**src/rtl/core/deq_pkg.sv**
```systemverilog
`timescale 1ns / 1ps

package deq_pkg;

  localparam int Capacity = 16;
  localparam int WordBits = 16;

  typedef enum logic [1:0] {
    CMD_PUSH_FRONT = 2'd0,
    CMD_PUSH_BACK  = 2'd1,
    CMD_POP_FRONT  = 2'd2,
    CMD_POP_BACK   = 2'd3
  } cmd_e;

  typedef enum logic [1:0] {
    ST_OK        = 2'd0,
    ST_OVERFLOW  = 2'd1,
    ST_UNDERFLOW = 2'd2
  } status_e;

  // Broadcast to every cell of the chain.
  typedef struct packed {
    logic                en;
    cmd_e                cmd;
    logic [WordBits-1:0] word;
  } cell_ctrl_t;

endpackage

```
**src/rtl/core/deq_if.sv**
```systemverilog
`timescale 1ns / 1ps

interface deq_in_if;
  import deq_pkg::*;

  logic                valid;
  logic                ready;
  cmd_e                cmd;
  logic [WordBits-1:0] push_value;

  modport source (output valid, output cmd, output push_value, input ready);
  modport sink (input valid, input cmd, input push_value, output ready);
endinterface

interface deq_out_if;
  import deq_pkg::*;

  logic                valid;
  logic                ready;
  logic [WordBits-1:0] pop_value;
  status_e             status;
  logic                is_empty;
  logic                is_full;

  modport source (output valid, output pop_value, output status, output is_empty,
                  output is_full, input ready);
  modport sink (input valid, input pop_value, input status, input is_empty,
                input is_full, output ready);
endinterface

```
**src/rtl/core/double_ended_queue.sv**
```systemverilog
`timescale 1ns / 1ps

// Bounded double-ended queue of Capacity words, built as a chain of cells with
// the front word always in the first cell. Pushing or popping at the front
// shifts every cell one place in the same cycle; the back end is the boundary
// between occupied and free cells, so every operation updates the whole chain
// at once. One word is accepted per cycle unless the output stalls; its result
// appears in the output register on the next cycle. A new word is taken
// whenever that register is empty or being drained in the same cycle. A push
// into a full queue reports overflow and is dropped, and a pop from an empty
// queue reports underflow; neither changes the contents.
module double_ended_queue (
  input  logic      clk_i,
  input  logic      rst_ni,
  deq_in_if.sink    in_i,
  deq_out_if.source out_o
);
  import deq_pkg::*;

  logic [WordBits-1:0] word_w [Capacity];
  logic [WordBits-1:0] tap_w  [Capacity];
  logic [Capacity-1:0] occ_w;
  cell_ctrl_t          ctrl;

  logic                accept;
  logic                is_push;
  logic                full_now;
  logic                empty_now;
  logic                ok;
  logic [WordBits-1:0] back_word;

  logic                out_valid_q;
  logic [WordBits-1:0] pop_value_q, pop_value_d;
  status_e             status_q, status_d;
  logic                empty_q, empty_d;
  logic                full_q, full_d;

  assign in_i.ready = !out_valid_q || out_o.ready;
  assign accept     = in_i.valid && in_i.ready;
  assign is_push    = (in_i.cmd == CMD_PUSH_FRONT) || (in_i.cmd == CMD_PUSH_BACK);
  assign full_now   = occ_w[Capacity-1];
  assign empty_now  = !occ_w[0];
  assign ok         = is_push ? !full_now : !empty_now;

  assign ctrl.en   = accept && ok;
  assign ctrl.cmd  = in_i.cmd;
  assign ctrl.word = in_i.push_value;

  for (genvar i = 0; i < Capacity; i++) begin : g_cell
    logic [WordBits-1:0] left_word, right_word;
    logic                left_occ, right_occ;

    // The chain's front takes the pushed word; its far end sees an empty cell.
    if (i == 0) begin : g_head
      assign left_word = in_i.push_value;
      assign left_occ  = 1'b1;
    end else begin : g_body
      assign left_word = word_w[i-1];
      assign left_occ  = occ_w[i-1];
    end

    if (i == Capacity - 1) begin : g_tail
      assign right_word = '0;
      assign right_occ  = 1'b0;
    end else begin : g_inner
      assign right_word = word_w[i+1];
      assign right_occ  = occ_w[i+1];
    end

    deq_cell u_cell (
      .clk_i       (clk_i),
      .rst_ni      (rst_ni),
      .ctrl_i      (ctrl),
      .left_word_i (left_word),
      .left_occ_i  (left_occ),
      .right_word_i(right_word),
      .right_occ_i (right_occ),
      .word_o      (word_w[i]),
      .occ_o       (occ_w[i]),
      .tap_o       (tap_w[i])
    );
  end

  // At most one cell drives a nonzero tap.
  always_comb begin
    back_word = '0;
    for (int i = 0; i < Capacity; i++) begin
      back_word = back_word | tap_w[i];
    end
  end

  always_comb begin
    pop_value_d = '0;
    status_d    = ST_OK;
    empty_d     = empty_now;
    full_d      = full_now;
    if (!ok) begin
      status_d = is_push ? ST_OVERFLOW : ST_UNDERFLOW;
    end else if (is_push) begin
      empty_d = 1'b0;
      full_d  = occ_w[Capacity-2];
    end else begin
      pop_value_d = (in_i.cmd == CMD_POP_FRONT) ? word_w[0] : back_word;
      empty_d     = !occ_w[1];
      full_d      = 1'b0;
    end
  end

  always_ff @(posedge clk_i or negedge rst_ni) begin
    if (!rst_ni) begin
      out_valid_q <= 1'b0;
    end else if (in_i.ready) begin
      out_valid_q <= accept;
    end
  end

  always_ff @(posedge clk_i) begin
    if (accept) begin
      pop_value_q <= pop_value_d;
      status_q    <= status_d;
      empty_q     <= empty_d;
      full_q      <= full_d;
    end
  end

  assign out_o.valid     = out_valid_q;
  assign out_o.pop_value = pop_value_q;
  assign out_o.status    = status_q;
  assign out_o.is_empty  = empty_q;
  assign out_o.is_full   = full_q;

endmodule

```
**src/rtl/core/deq_cell.sv**
```systemverilog
`timescale 1ns / 1ps

module deq_cell (
  input  logic                         clk_i,
  input  logic                         rst_ni,
  input  deq_pkg::cell_ctrl_t          ctrl_i,
  input  logic [deq_pkg::WordBits-1:0] left_word_i,
  input  logic                         left_occ_i,
  input  logic [deq_pkg::WordBits-1:0] right_word_i,
  input  logic                         right_occ_i,
  output logic [deq_pkg::WordBits-1:0] word_o,
  output logic                         occ_o,
  output logic [deq_pkg::WordBits-1:0] tap_o
);
  import deq_pkg::*;

  logic [WordBits-1:0] word_q, word_d;
  logic                occ_q, occ_d;
  logic                is_last;

  // The back word sits in the last occupied cell of the chain.
  assign is_last = occ_q && !right_occ_i;

  always_comb begin
    word_d = word_q;
    occ_d  = occ_q;
    if (ctrl_i.en) begin
      case (ctrl_i.cmd)
        CMD_PUSH_FRONT: begin
          word_d = left_word_i;
          occ_d  = left_occ_i;
        end
        CMD_PUSH_BACK: begin
          if (left_occ_i && !occ_q) begin
            word_d = ctrl_i.word;
            occ_d  = 1'b1;
          end
        end
        CMD_POP_FRONT: begin
          word_d = right_word_i;
          occ_d  = right_occ_i;
        end
        CMD_POP_BACK: begin
          if (is_last) begin
            occ_d = 1'b0;
          end
        end
        default: begin
          occ_d = occ_q;
        end
      endcase
    end
  end

  always_ff @(posedge clk_i or negedge rst_ni) begin
    if (!rst_ni) begin
      occ_q <= 1'b0;
    end else begin
      occ_q <= occ_d;
    end
  end

  always_ff @(posedge clk_i) begin
    word_q <= word_d;
  end

  assign word_o = word_q;
  assign occ_o  = occ_q;
  assign tap_o  = is_last ? word_q : '0;

endmodule

```
**src/flat_wrapper.sv**
```systemverilog
// flat-port wrapper written by rule: the top's interface ports become plain ports
module double_ended_queue_flat import deq_pkg::*;
  (clk_i, rst_ni, in_i_valid, in_i_cmd, in_i_push_value, in_i_ready, out_o_valid, out_o_pop_value, out_o_status, out_o_is_empty, out_o_is_full, out_o_ready);
  deq_in_if in_i_i ();
  deq_out_if out_o_i ();
  input  logic clk_i;
  input  logic rst_ni;
  input wire logic [$bits(in_i_i.valid)-1:0] in_i_valid;
  input wire logic [$bits(in_i_i.cmd)-1:0] in_i_cmd;
  input wire logic [$bits(in_i_i.push_value)-1:0] in_i_push_value;
  output wire logic [$bits(in_i_i.ready)-1:0] in_i_ready;
  output wire logic [$bits(out_o_i.valid)-1:0] out_o_valid;
  output wire logic [$bits(out_o_i.pop_value)-1:0] out_o_pop_value;
  output wire logic [$bits(out_o_i.status)-1:0] out_o_status;
  output wire logic [$bits(out_o_i.is_empty)-1:0] out_o_is_empty;
  output wire logic [$bits(out_o_i.is_full)-1:0] out_o_is_full;
  input wire logic [$bits(out_o_i.ready)-1:0] out_o_ready;
  assign in_i_i.valid = in_i_valid;
  assign in_i_i.cmd = in_i_cmd;
  assign in_i_i.push_value = in_i_push_value;
  assign in_i_ready = in_i_i.ready;
  assign out_o_valid = out_o_i.valid;
  assign out_o_pop_value = out_o_i.pop_value;
  assign out_o_status = out_o_i.status;
  assign out_o_is_empty = out_o_i.is_empty;
  assign out_o_is_full = out_o_i.is_full;
  assign out_o_i.ready = out_o_ready;
  double_ended_queue u_core (.clk_i(clk_i), .rst_ni(rst_ni), .in_i(in_i_i), .out_o(out_o_i));
endmodule
```
**config.mk**
```make
export PLATFORM = sky130hd
export DESIGN_NAME = double_ended_queue_flat
export DESIGN_NICKNAME = d
export VERILOG_FILES = /design/src/rtl/core/deq_pkg.sv /design/src/rtl/core/deq_if.sv /design/src/rtl/core/double_ended_queue.sv /design/src/rtl/core/deq_cell.sv /design/src/flat_wrapper.sv
export SDC_FILE = /design/constraint.sdc
export NUM_CORES = 1
export LEC_CHECK = 0
export BUFFER_PORTS_ARGS = -buffer_cell sky130_fd_sc_hd__buf_4
export CAP_MARGIN = 30
export CORE_MARGIN = 5
export CORE_UTILIZATION = 30
export DETAILED_ROUTE_END_ITERATION = 16
export PLACE_DENSITY = 0.41
export SLEW_MARGIN = 10
export SYNTH_ARGS = -nofsm -noshare
export SYNTH_HDL_FRONTEND = slang
export SYNTH_SLANG_ARGS = --single-unit
```
**constraint.sdc**
```tcl
create_clock -name clk_i -period 6 [get_ports clk_i]
set_input_delay 1.8 -clock clk_i [delete_from_list [all_inputs] [get_ports clk_i]]
set_output_delay 1.8 -clock clk_i [all_outputs]
set_load 0.1 [all_outputs]
```
Yosys cells after proc, flatten, opt, wreduce, memory -nomap -nowiden
Cells that the tools add are included.
{ "classes": {"n_eq_ne": 34, "muxes": 101, "n_bitwise": 16, "reduce_logical": 73} }
{ "ops": {"columns": ["cell", "n"], "rows": [
  ["one-hot mux 16 bit (3 select lines)", 16],
  ["two-way mux 16 bit", 33],
  ["bitwise OR 16 bit", 15],
  ["AND reduction 3 bit", 30],
  ["inequality test 2 bit, second input constant", 31],
  ["one-hot mux 1 bit (4 select lines)", 14],
  ["two-way mux 1 bit", 35],
  ["logical AND 1 bit", 17],
  ["logical NOT 1 bit", 17],
  ["one-hot mux 1 bit (3 select lines)", 2],
  ["OR reduction 2 bit", 3],
  ["equality test 2 bit, second input constant", 2],
  ["AND reduction 2 bit", 2],
  ["nonzero test 3 bit", 1],
  ["equality test 2 x 1 -> 1 bit, second input constant", 1],
  ["logical NOT 2 bit", 1],
  ["logical OR 1 bit", 2],
  ["two-way mux 2 bit", 1],
  ["NOT 1 bit", 1]
]} }
{ "word_totals": {"ff_bits": 293, "in_bits": 22, "output_inout_bits": 22, "elab_cells": 261} }

Depth between registers and ports, before layout
{ "logic_depth": {"depth_word": 19, "mapped_depth": 9, "depth_no_buf": 6} }

Modules after synthesis
Synthesis repeated with hierarchy kept, for this count alone.
{ "hier_totals": {"hier_cells": 1898, "area_unflattened_um2": 18951.9} }
{ "by_module_without_submodules": {"columns": ["mod", "instances", "cells_each", "area_per_inst_um2", "seq_area_each_um2"], "rows": [
  ["deq_cell", 16, 109, 1088.5, 505.5],
  ["double_ended_queue", 1, 154, 1535.2, 625.6]
]} }

Worst setup path after synthesis
OpenSTA, ideal clock, no wires.
{ "synth_path": {"path_kind": "input-to-output", "startpoint": "in out_o_ready", "endpoint": "out in_i_ready", "t_arrival_ns": 2.672, "required_ns": 4.200, "path_slack_ns": 1.528, "cell_stages": 1, "path_buffers": 0, "cell_sequence": "nand2b_1"} }
{ "synth_via": {"elab_chain_len": 1} }
{ "synth_rtl": {"columns": ["item", "line", "text"], "rows": [
  ["start, declared", "flat_wrapper.sv:17", "input wire logic [$bits(out_o_i.ready)-1:0] out_o_ready;"],
  ["logical OR 1 bit", "double_ended_queue.sv:38", "assign in_i.ready = !out_valid_q || out_o.ready;"],
  ["end, declared", "flat_wrapper.sv:11", "output wire logic [$bits(in_i_i.ready)-1:0] in_i_ready;"]
]} }
No other way between the ends.

Final worst setup path
Ends and elaborated chain as after synthesis.

==> impl_metrics.yaml <==
global_route:
  met2_usage_pct: 31.1
  grt_pass1_wl_mm: 85.6
  use_met1_pct: 30.6
  gr-total-overflow: 0
  grt_pass1_vias: 11704
  grt_use_total_pct: 20.5
  met3_usage_pct: 2.92
  grt_antenna_before_repair: 2
  grt_max_degree: 108
  gr-max-usage-layer: "met2"
critical_path:
  cp-start-kind: "input port"
  crit_buf_inv: 2
  critPathMaxStageDelay_ns: 0.35
  cp.arrival_ns: 2.46
  critical_path.top_delay_family: "buffers and inverters"
  path_max_fanout: 6
  cp_slowest_cell: "buf_4"
  crit_chain: "buf_4, nand2b_1, buf_4"
  crit_top_cell: "buf_4"
  crit_path_end_kind: "output port"
  worstPathRequired_ns: 4.20
  rrSetupSlack_ns: 3.05
  path_class: "input port to output port"
logic_synthesis:
  synth_fp_nets: 1529
  synth-seq-cells: 293
  synthCells: 1502
  ys_seq_area_share_pct: 56.8
  yosys_warnings: 0
  synth_area_leaders: "edfxtp_1 54%, a21oi_1 8.6%, nor2b_1 6.1%"
  synth_ff_type: "edfxtp_1"
  netlist.area_leader.share_pct: 54.0
  avgSynthCellArea_um2: 10.2
  yosys.area.top_type: "edfxtp_1"
  syn_area_mm2: 0.0153
  ys_types: 52
  synth_edf_count: 276
  async_reset_ff_share_pct: 5.80
clocking:
  post_cts_buffers: 0
  clkTransAtPathRegs_ns: 0.06
  cts_buffer_depth: 3
  clockRootBuffer: "clkbuf_16"
  cts_made_buffers: 36
  ctsResizeCount: 0
  tritoncts: "built"
  clkLatencyLatePin_ns: 0.56
  clock_sinks: 293
  cts_hold_buf: 0
  htree_levels: 2
placement:
  gp_congestion: 0.811
  dp_hpwl_mm: 37.4
  dp_cells: 2151
  port-buffer-count: 43
  dpl_cell_area_mm2: 0.0165
detailed_routing:
  wirelength_mm: 59.2
  viasPerCell: 5.53
  drc: 0
  wl_per_cell_um: 26.7
  ant_nets: 0
  drt_iter0_drc: 1411
  via_count: 12269
  first_pass_iters: 5
timing:
  worstMarginPinSlew_ns: 1.12
  setup_viol: 0
  fin_crit_ns: 4.26
  rsz0062_at_grt: "false"
  fmax_mhz: 235
  finalHoldViolations: 0
  min_period_over_period_pct: 71.0
  slew_headroom_pct: 25.3
  skew_ns: 0.0261
  whs_ns: 0.591
  fin_tns_setup_ns: 0
  maxSlewViolCount: 0
die:
  io_pins: 44
  core_mm2: 0.0504
  rows: 82
  dieArea_mm2: 0.0557
  start_util_pct: 30.4
  die_w_um: 236
  die_y_um: 236
min_path:
  hold_class: "flop to flop"
layout:
  area_growth_pct: 15.2
  final_nets: 1545
  fillers: 5024
  fin_area_mm2: 0.0177
  drive_above_1_share_pct: 13.9
  antennaDiodeCount: 0
  final_util_pct: 35.1
  instances_no_fill: 2218
status:
  outcome: "complete, no violations"
pwr:
  ir_drop_mv: 0.189
  leakagePower_nw: 6.52
  powerDensity_mw_per_mm2: 437
flow_run:
  drv_cap: 0
power breakdown:
group | internal [mW] | switching, mW
registers | 2.65 | 0.372
logic | 0.776 | 1.73
clock network | 1.25 | 0.938
total | 4.67 | 3.04
cell usage in the layout, fill, tap and decap left out, types with 6 or more instances in the layout:
cell	n
a21boi_1	6
a21oi_1	259
a221oi_1	33
a22o_1	14
a22oi_1	66
a31oi_1	15
and3b_1	20
and4_1	7
buf_4	90
clkbuf_16	37
clkinv_2	9
dfrtp_1	17
edfxtp_1	276
inv_1	23
mux2_2	16
nand2_1	248
nand2b_1	8
nand4_1	10
nor2_1	113
nor2_2	10
nor2b_1	141
nor2b_2	10
o21ai_0	20
o221a_1	6
routing by layer:
metal,vias to the layer above,share of wire [%]
li1,5498,-
met1,6150,47
met2,525,44
met3,94,6.5
met4,2,2.5
met5,-,0.022
path summary, 6_finish.rpt:
check / start / to / depth (start not counted)
max: out_o_ready / in_i_ready / 3
min: u_core.g_cell[15].u_cell.word_o[0] / u_core.g_cell[14].u_cell.word_o[0] / 2
max reg2reg: u_core.g_cell[0].u_cell.occ_o / u_core.g_cell[6].u_cell.word_o[3] / 5
min reg2reg: u_core.g_cell[15].u_cell.word_o[0] / u_core.g_cell[14].u_cell.word_o[0] / 2
max in group asynchronous: rst_ni / u_core.g_cell[3].u_cell.occ_o / 1
min in group asynchronous: rst_ni / u_core.g_cell[10].u_cell.occ_o / 1
cell families after synthesis:
group                      after synthesis  synth area share [%]
buffers and inverters                  142                  4.44
AOI/OAI and AO/OA                      457                  18.6
muxes                                   18                  1.31
and+or+nand+nor                        587                  18.4
DFF                                    293                  56.8
adders and majority gates                5                 0.408
cell type report:
type                    count  area (um2)  share of cell area, %
clock buffers              44         972                   5.50
well taps                 672         841                   4.76
flip-flops and latches    293        8710                   49.3
inverters                  24        90.1                  0.510
clock inverters            22         188                   1.06
repair buffers             96         787                   4.46
multi-input cells        1067        6070                   34.4
flip-flops by register name (all words and copies together) (netlist names):
signal / count
u_core.out_o.is_empty: 1
u_core.g_cell.u_cell.occ_o: 16
u_core.out_o.pop_value: 16
u_core.out_o.valid: 1
u_core.out_o.is_full: 1
u_core.out_o.status: 2
u_core.g_cell.u_cell.word_o: 256
worst reg2reg max path, stage by stage, from the launching register on:
cell and delay [ns]:
dfrtp_1 0.80, o2111a_1 0.61, nand2b_1 0.11, buf_4 0.25
nor2_2 0.61, buf_12 0.26
Yosys cell counts, types with 2 or more instances:
master	instances
buf_1	2
a21boi_1	6
and2b_1	2
o221a_1	6
nand4_1	10
nand2_1	248
ha_1	5
a221oi_2	2
nor3_1	4
o21ai_0	20
a21oi_1	265
o21ai_1	3
a31oi_1	15
nor2_1	122
and3b_1	20
clkbuf_1	44
buf_6	6
a2111oi_2	3
buf_4	8
edfxtp_1	276
a221o_1	4
mux2_2	16
mux2i_1	2
a2111oi_0	3
buf_2	58
nand3_1	5
and2_1	3
nor2b_2	3
a32oi_1	3
o22ai_1	5
a22oi_1	66
a22o_1	14
a221oi_1	33
nor2b_1	149
inv_1	23
dfrtp_1	17
nand2b_1	8
and3_1	3
and4_1	7
metrics by stage:
stage	setup slack, ns	total power [mW]
3_5_place_dp	1.29	5.51
6_report	1.74	7.72
4_1_cts	1.75	7.73
5_1_grt	1.68	7.99
2_1_floorplan	1.53	4.39
3_3_place_gp	1.31	5.52
No activity file was read; power rests on OpenSTA's default activity.
